$ cat src/hw/rtl/smt_pkg.sv
// smt_pkg: shared types, codes and defaults for the set membership table
// used by smt_core and set_membership_table; no dependencies
package smt_pkg;

  localparam int CAPACITY_DEF    = 64;
  localparam int VALUE_WIDTH_DEF = 32;

  localparam int KIND_W   = 3;
  localparam int VALUE_W  = 32;
  localparam int INDEX_W  = 6;
  localparam int COUNT_W  = 7;
  localparam int STATUS_W = 2;

  localparam logic [KIND_W-1:0] KIND_CLEAR  = 3'd0;
  localparam logic [KIND_W-1:0] KIND_INSERT = 3'd1;
  localparam logic [KIND_W-1:0] KIND_DELETE = 3'd2;
  localparam logic [KIND_W-1:0] KIND_LOOKUP = 3'd3;
  localparam logic [KIND_W-1:0] KIND_READ   = 3'd4;

  localparam logic [STATUS_W-1:0] STATUS_OK    = 2'd0;
  localparam logic [STATUS_W-1:0] STATUS_FULL  = 2'd1;
  localparam logic [STATUS_W-1:0] STATUS_RANGE = 2'd2;

  typedef enum logic [2:0] {
    ST_IDLE,
    ST_SCAN,
    ST_OP,
    ST_SHIFT,
    ST_READ,
    ST_FIN
  } state_t;

  typedef struct packed {
    logic                hit;
    logic [COUNT_W-1:0]  count;
    logic                is_full;
    logic                is_empty;
    logic [VALUE_W-1:0]  read_value;
    logic [STATUS_W-1:0] status;
  } res_t;

endpackage

$ cat src/hw/rtl/smt_mem.sv
// smt_mem: entry store, one write port and one registered read port
// depends on nothing
module smt_mem #(
  parameter int DEPTH = 64,
  parameter int AW    = 6,
  parameter int DW    = 32
) (
  input  logic          clk,
  input  logic          we,
  input  logic [AW-1:0] waddr,
  input  logic [DW-1:0] wdata,
  input  logic [AW-1:0] raddr,
  output logic [DW-1:0] rdata
);

  logic [DW-1:0] mem_r [DEPTH];
  logic [DW-1:0] rdata_r;

  always_ff @(posedge clk) begin
    if (we) begin
      mem_r[waddr] <= wdata;
    end
    rdata_r <= mem_r[raddr];
  end

  assign rdata = rdata_r;

endmodule

$ cat src/hw/rtl/smt_core.sv
// smt_core: sequencer with the shared compare unit; scans, inserts, shifts, reads
// depends on smt_pkg and smt_mem
module smt_core #(
  parameter int CAPACITY = smt_pkg::CAPACITY_DEF,
  parameter int SW       = smt_pkg::VALUE_WIDTH_DEF
) (
  input  logic                          clk,
  input  logic                          rst_n,
  input  logic                          in_valid,
  output logic                          in_stall,
  input  logic [smt_pkg::KIND_W-1:0]    in_kind,
  input  logic [SW-1:0]                 in_value,
  input  logic [smt_pkg::INDEX_W-1:0]   in_index,
  input  logic                          res_free,
  output logic                          res_valid,
  output smt_pkg::res_t                 res
);

  localparam int AW  = (CAPACITY > 1) ? $clog2(CAPACITY) : 1;
  localparam int CW  = $clog2(CAPACITY + 1);
  localparam int XW  = (CW > smt_pkg::INDEX_W) ? CW : smt_pkg::INDEX_W;
  localparam int OW  = (CW > smt_pkg::COUNT_W) ? CW : smt_pkg::COUNT_W;

  smt_pkg::state_t state_r, state_nxt;

  logic [smt_pkg::KIND_W-1:0]   kind_r;
  logic [SW-1:0]                val_r;
  logic [XW-1:0]                idx_r;
  logic [CW-1:0]                cnt_r, cnt_nxt;
  logic [CW-1:0]                addr_r, addr_nxt;
  logic                         pend_r, pend_nxt;
  logic [AW-1:0]                pos_r, pos_nxt;
  logic                         hit_r, hit_nxt;
  logic [SW-1:0]                rd_r, rd_nxt;
  logic [smt_pkg::STATUS_W-1:0] status_r, status_nxt;

  logic          mem_we;
  logic [AW-1:0] mem_waddr;
  logic [SW-1:0] mem_wdata;
  logic [AW-1:0] mem_raddr;
  logic [SW-1:0] mem_rdata;

  logic          accept;
  logic          match;
  logic          more;
  logic          idx_ok;
  logic [OW-1:0] cnt_ext;

  smt_mem #(
    .DEPTH (CAPACITY),
    .AW    (AW),
    .DW    (SW)
  ) u_mem (
    .clk   (clk),
    .we    (mem_we),
    .waddr (mem_waddr),
    .wdata (mem_wdata),
    .raddr (mem_raddr),
    .rdata (mem_rdata)
  );

  assign accept = in_valid && (state_r == smt_pkg::ST_IDLE);
  assign match  = pend_r && (mem_rdata == val_r);
  assign more   = addr_r < cnt_r;
  assign idx_ok = idx_r < XW'(cnt_r);

  // next state
  always_comb begin
    state_nxt = state_r;
    unique case (state_r)
      smt_pkg::ST_IDLE: begin
        if (in_valid) begin
          state_nxt = smt_pkg::ST_SCAN;
        end
      end
      smt_pkg::ST_SCAN: begin
        if (match || !more) begin
          state_nxt = smt_pkg::ST_OP;
        end
      end
      smt_pkg::ST_OP: begin
        state_nxt = smt_pkg::ST_FIN;
        if (kind_r == smt_pkg::KIND_DELETE && hit_r) begin
          state_nxt = smt_pkg::ST_SHIFT;
        end else if (kind_r == smt_pkg::KIND_READ && idx_ok) begin
          state_nxt = smt_pkg::ST_READ;
        end
      end
      smt_pkg::ST_SHIFT: begin
        if (!more) begin
          state_nxt = smt_pkg::ST_FIN;
        end
      end
      smt_pkg::ST_READ: begin
        state_nxt = smt_pkg::ST_FIN;
      end
      smt_pkg::ST_FIN: begin
        if (res_free) begin
          state_nxt = smt_pkg::ST_IDLE;
        end
      end
      default: state_nxt = smt_pkg::ST_IDLE;
    endcase
  end

  // datapath and memory control
  always_comb begin
    cnt_nxt    = cnt_r;
    addr_nxt   = addr_r;
    pend_nxt   = 1'b0;
    pos_nxt    = pos_r;
    hit_nxt    = hit_r;
    rd_nxt     = rd_r;
    status_nxt = status_r;
    mem_we     = 1'b0;
    mem_waddr  = pos_r;
    mem_wdata  = mem_rdata;
    mem_raddr  = addr_r[AW-1:0];
    res_valid  = 1'b0;
    unique case (state_r)
      smt_pkg::ST_IDLE: begin
        addr_nxt   = '0;
        hit_nxt    = 1'b0;
        rd_nxt     = '0;
        status_nxt = smt_pkg::STATUS_OK;
      end
      smt_pkg::ST_SCAN: begin
        if (match) begin
          hit_nxt = 1'b1;
          pos_nxt = AW'(addr_r - 1'b1);
        end else if (more) begin
          addr_nxt = addr_r + 1'b1;
          pend_nxt = 1'b1;
        end
      end
      smt_pkg::ST_OP: begin
        mem_raddr = idx_r[AW-1:0];
        unique case (kind_r)
          smt_pkg::KIND_CLEAR: begin
            cnt_nxt = '0;
          end
          smt_pkg::KIND_INSERT: begin
            if (!hit_r) begin
              if (cnt_r >= CW'(CAPACITY)) begin
                status_nxt = smt_pkg::STATUS_FULL;
              end else begin
                mem_we    = 1'b1;
                mem_waddr = cnt_r[AW-1:0];
                mem_wdata = val_r;
                cnt_nxt   = cnt_r + 1'b1;
              end
            end
          end
          smt_pkg::KIND_DELETE: begin
            addr_nxt = CW'(pos_r) + 1'b1;
          end
          smt_pkg::KIND_READ: begin
            if (!idx_ok) begin
              status_nxt = smt_pkg::STATUS_RANGE;
            end
          end
          default: begin
          end
        endcase
      end
      smt_pkg::ST_SHIFT: begin
        if (pend_r) begin
          mem_we  = 1'b1;
          pos_nxt = pos_r + 1'b1;
        end
        if (more) begin
          addr_nxt = addr_r + 1'b1;
          pend_nxt = 1'b1;
        end else begin
          cnt_nxt = cnt_r - 1'b1;
        end
      end
      smt_pkg::ST_READ: begin
        rd_nxt = mem_rdata;
      end
      smt_pkg::ST_FIN: begin
        res_valid = res_free;
      end
      default: begin
      end
    endcase
  end

  always_ff @(posedge clk) begin
    if (!rst_n) begin
      state_r <= smt_pkg::ST_IDLE;
      cnt_r   <= '0;
      pend_r  <= 1'b0;
    end else begin
      state_r <= state_nxt;
      cnt_r   <= cnt_nxt;
      pend_r  <= pend_nxt;
    end
  end

  always_ff @(posedge clk) begin
    if (accept) begin
      kind_r <= in_kind;
      val_r  <= in_value;
      idx_r  <= XW'(in_index);
    end
    addr_r   <= addr_nxt;
    pos_r    <= pos_nxt;
    hit_r    <= hit_nxt;
    rd_r     <= rd_nxt;
    status_r <= status_nxt;
  end

  assign in_stall = (state_r != smt_pkg::ST_IDLE);
  assign cnt_ext  = OW'(cnt_r);

  always_comb begin
    res.hit        = hit_r;
    res.count      = cnt_ext[smt_pkg::COUNT_W-1:0];
    res.is_full    = (cnt_r == CW'(CAPACITY));
    res.is_empty   = (cnt_r == '0);
    res.read_value = smt_pkg::VALUE_W'(rd_r);
    res.status     = status_r;
  end

endmodule

$ cat src/hw/rtl/set_membership_table.sv
// set_membership_table: packed ordered set with a count, one result per beat
// depends on smt_pkg, smt_core and smt_mem
//
//   channel  direction  handshake         payload
//   in_      input      in_valid/in_stall   kind, value, index
//   out_     output     out_valid/out_stall hit, count, is_full, is_empty,
//                                           read_value, status
//
// each op scans the entries one per cycle through the single read port;
// a miss scans every entry, a hit ends the scan at its position; a read adds the ST_READ state
// a delete that hits adds a shift of the entries behind it, one entry moved per cycle
// one op in flight; the next beat is taken once the result sits in the output register
// a stalled result holds while the following op runs; no clearing pass after reset
module set_membership_table #(
  parameter int CAPACITY    = smt_pkg::CAPACITY_DEF,
  parameter int VALUE_WIDTH = smt_pkg::VALUE_WIDTH_DEF
) (
  input  logic                            clk,
  input  logic                            rst_n,
  input  logic                            in_valid,
  output logic                            in_stall,
  input  logic [smt_pkg::KIND_W-1:0]      in_kind,
  input  logic signed [smt_pkg::VALUE_W-1:0] in_value,
  input  logic [smt_pkg::INDEX_W-1:0]     in_index,
  output logic                            out_valid,
  input  logic                            out_stall,
  output logic                            out_hit,
  output logic [smt_pkg::COUNT_W-1:0]     out_count,
  output logic                            out_is_full,
  output logic                            out_is_empty,
  output logic signed [smt_pkg::VALUE_W-1:0] out_read_value,
  output logic [smt_pkg::STATUS_W-1:0]    out_status
);

  localparam int SW = (VALUE_WIDTH < smt_pkg::VALUE_W) ? VALUE_WIDTH : smt_pkg::VALUE_W;

  logic          res_free;
  logic          res_valid;
  smt_pkg::res_t res;
  smt_pkg::res_t out_r;
  logic          out_valid_r;

  smt_core #(
    .CAPACITY (CAPACITY),
    .SW       (SW)
  ) u_core (
    .clk       (clk),
    .rst_n     (rst_n),
    .in_valid  (in_valid),
    .in_stall  (in_stall),
    .in_kind   (in_kind),
    .in_value  (in_value[SW-1:0]),
    .in_index  (in_index),
    .res_free  (res_free),
    .res_valid (res_valid),
    .res       (res)
  );

  assign res_free = !out_valid_r || !out_stall;

  always_ff @(posedge clk) begin
    if (!rst_n) begin
      out_valid_r <= 1'b0;
    end else if (res_valid) begin
      out_valid_r <= 1'b1;
    end else if (!out_stall) begin
      out_valid_r <= 1'b0;
    end
  end

  always_ff @(posedge clk) begin
    if (res_valid) begin
      out_r <= res;
    end
  end

  assign out_valid      = out_valid_r;
  assign out_hit        = out_r.hit;
  assign out_count      = out_r.count;
  assign out_is_full    = out_r.is_full;
  assign out_is_empty   = out_r.is_empty;
  assign out_read_value = out_r.read_value;
  assign out_status     = out_r.status;

endmodule
$ cat config.mk
export PLATFORM = sky130hd
export DESIGN_NAME = set_membership_table
export DESIGN_NICKNAME = d
export VERILOG_FILES = /design/src/hw/rtl/smt_pkg.sv /design/src/hw/rtl/smt_mem.sv /design/src/hw/rtl/smt_core.sv /design/src/hw/rtl/set_membership_table.sv
export SDC_FILE = /design/constraint.sdc
export NUM_CORES = 2
export LEC_CHECK = 0
export ABC_AREA = 1
export ABC_CLOCK_PERIOD_IN_PS = 6190
export BUFFER_PORTS_ARGS = -buffer_cell sky130_fd_sc_hd__buf_2
export CELL_PAD_IN_SITES_DETAIL_PLACEMENT = 0
export CELL_PAD_IN_SITES_GLOBAL_PLACEMENT = 2
export CORE_MARGIN = 5
export CORE_UTILIZATION = 44
export CTS_BUF_LIST = sky130_fd_sc_hd__clkbuf_2 sky130_fd_sc_hd__clkbuf_4 sky130_fd_sc_hd__clkbuf_8
export DETAILED_ROUTE_END_ITERATION = 16
export GPL_TIMING_DRIVEN = 0
export PLACE_DENSITY_LB_ADDON = 0.1
export REMOVE_ABC_BUFFERS = 1
export SLEW_MARGIN = 10
export SYNTH_ARGS = -nofsm -noshare
export SYNTH_HDL_FRONTEND = slang
export SYNTH_SLANG_ARGS = --single-unit
$ cat constraint.sdc
create_clock -name clk -period 6.19 [get_ports clk]
set_input_delay 0.3095 -clock clk [delete_from_list [all_inputs] [get_ports clk]]
set_output_delay 0.3095 -clock clk [all_outputs]
set_load 0.05 [all_outputs]
==> results.yml <==
sta:
  grt_setup_unrepaired: "false"
  report.final.slew_viol_count: 0
  clock_skew_ns: 0.07444
  period_minus_slack_ns: 5.271
  finalHoldViolations: 0
  fmax_mhz: 189.7
  setup_slack_ns: 0.9194
  relSlewSlack_pct: 25.04
  tightest_slew_ns: 1.124
  setup_violations: 0
  min_period_over_period_pct: 85.15
grt:
  grt_overflow_total: 0
  grt_max_degree: 80
  grt_pass1_vias: 62244
  grt_usage_pct: 25.63
  antenna_found_initial: 15
  grt_pass1_wl_um: 431400
cts:
  numCtsBuffers: 395
  cts-htree-levels: 5
  cts_resized: 0
  clock-root-buffer: "clkbuf_8"
  clk_path_buf_depth: 4
  clk_latency_ns: 1.08
  cts.sinks: 2225
  clk_pin_slew_ns: 0.06
  cts_tree: "yes"
power_and_ir_drop:
  pwr_density_cell_mw_per_mm2: 488.4
  p_leak_nw: 48.46
  peakVddDrop_mv: 0.5245
  total_power_w: 0.05618
detailed_routing:
  drt-pass1-iter-count: 7
  ant_nets: 0
  routed_wl_um: 298200
  via_count: 65659
  drt_iter0_markers: 5570
  via_per_inst: 5.064
  wl_per_cell_um: 23.00
  drc: 0
floorplan:
  start_util_pct: 44.11
  die_height_um: 478.7
  dieWidth_um: 478.7
  io_pins: 91
  design.core.area_mm2: 0.2191
  rows: 172
  die-area_mm2: 0.2291
critical_path:
  required_ns: 6.93
  critPathKind: "reg -> reg"
  crit_path_start_kind: "flop"
  crit_arrival_ns: 6.01
  setup.worst_path.end_class: "flop"
  worstPathMaxFanout: 52
place:
  place_congestion: 0.8393
  dp_hpwl_um: 185400
  port_buffers: 90
  pre_cts_ws_ns: 0.9492
outcome:
  status: "complete, no violations"
layout:
  finalCoreUtilization_pct: 52.50
  nNetsFinal: 9829
  final_common_cell: "nand2_1"
  final_cell_mix: "nand2_1 (2296), edfxtp_1 (2181), nand3_1 (2014)"
  drive_gt1_share_pct: 11.38
  nFillCells: 19156
  syn2layout_area_growth_pct: 19.01
logic_synthesis:
  synth-seq-cells: 2225
  seq_area_frac_synth_pct: 68.68
  ys_types: 35
  avgSynthCellArea_um2: 10.34
  yosysWarnings: 0
  yosysTopAreaCell: "edfxtp_1"
  synthesis.area_mm2: 0.09665
  syn_inst: 9350
  synth_top_area_share_pct: 67.77
  yosys-top-cells-area: "edfxtp_1 (68%), nand3_1 (10%), nand2_1 (8.9%)"
hold_path:
  holdCritPathClass: "in -> reg"
flow_run:
  cap_violations: 0
[power breakdown]
group          internal [W]  total, W  switching (W)
Combinational       0.00738    0.0234         0.0160
Sequential           0.0192    0.0195       0.000271
Clock               0.00731    0.0133        0.00600
Total                0.0339    0.0562         0.0223
[synthesized netlist by cell type, drive strengths merged]
| master | instances |
|---|---|
| inv | 2016 |
| and3 | 1 |
| buf | 339 |
| nor3 | 17 |
| nand4 | 13 |
| o211a | 1 |
| xnor2 | 11 |
| nor2 | 148 |
| a21oi | 19 |
| o211ai | 3 |
| o22ai | 4 |
| a211oi | 3 |
| xor2 | 13 |
| a21o | 2 |
| edfxtp | 2181 |
| clkbuf | 127 |
| ha | 16 |
| dfxtp | 44 |
| o21ai | 70 |
| clkinv | 1 |
| nand2 | 2303 |
| nand3 | 2015 |
| a22oi | 1 |
| o21bai | 1 |
| or2 | 1 |
[worst max-delay path: stages (launching register included)]
cell     delay, ns
dfxtp_1       0.59
nand2_2       0.49
nor2_4        0.27
nand2_4       0.51
o21ai_1       0.71
nand2_1       0.53
nor3_2        0.85
buf_4         0.35
buf_6         0.17
buf_6         0.17
buf_4         0.21
[path summary, 6_finish.rpt]
check             slack (ns)                      startpoint                                   end  cells after the start
setup / recovery        0.92  u_core.state_r[1]$_SDFFE_PN0P_  u_core.u_mem.mem_r[49][25]$_DFFE_PP_                     10
hold / removal          0.13                    in_value[11]            u_core.val_r[11]$_DFFE_PP_                      2
setup reg to reg        0.92  u_core.state_r[1]$_SDFFE_PN0P_  u_core.u_mem.mem_r[49][25]$_DFFE_PP_                     10
hold reg to reg         0.42    u_core.rd_r[1]$_SDFFCE_PN0P_           out_read_value[1]$_DFFE_PP_                      0
[kinds of logic after synthesis]
logic type	after synthesis	share of synthesized area (%)
AND/OR/NAND/NOR	4498	20.18
XOR/XNOR	24	0.2175
flip-flops	2225	68.68
buffers and inverters	2483	10.09
AO/OA/AOI/OAI	104	0.6253
adder cells (fa/ha/maj)	16	0.2071
[state kept, by name, indices dropped and copies added (netlist names), 2 cells and up]
signal	count
out_status	2
out_read_value	32
u_core.idx_r	6
u_core.pos_r	6
u_core.kind_r	3
u_core.u_mem.rdata	32
u_core.cnt_ext	7
u_core.rd_r	32
u_core.u_mem.mem_r	2048
u_core.addr_r	7
out_count	7
u_core.state_r	3
u_core.status_r	2
u_core.val_r	32
[stage by stage]
step / area, um2 / TNS, ns / cells / hold WS [ns]
final: 115000 / 0 / 12966 / 0.1254
after global routing: 115000 / 0 / 12963 / 0.02216
after CTS: 115000 / 0 / 12944 / 0.001547
after detailed placement: 106600 / 0 / 12163 / 0.4045
after global placement: 98510 / - / 11845 / 0.4024
after floorplan: 94470 / -397.55 / 8884 / 0.4003
[layout make-up]
class | instances | area [um2] | share of cell area (%)
Multi-Input combinational cell | 4642 | 21470 | 18.66
Tap cell | 2871 | 3592 | 3.123
Antenna cell | 22 | 55.05 | 0.04786
Clock inverter | 149 | 855.8 | 0.7440
Timing Repair Buffer | 487 | 8356 | 7.264
Clock buffer | 553 | 6729 | 5.850
Sequential cell | 2225 | 66370 | 57.71
Inverter | 2017 | 7595 | 6.603
[metal layers]
layer,global-route usage (%),part of all wire [%],vias up,wire [um]
met1,35.52,44,31939,130700
met4,10.34,4.1,0,12150
li1,-,-,31224,-
met5,0,0,-,0
met2,40.82,46,1983,138200
met3,3.838,5.7,513,17130
[repair_timing]
| action | 4_1_cts | 5_1_grt |
|---|---|---|
| setup buffers | 0 | 0 |
| hold buffers | 79 | 0 |
| endpoints found under the hold margin | 133 | 0 |
Note: power is estimated with default switching activity, not from simulation.
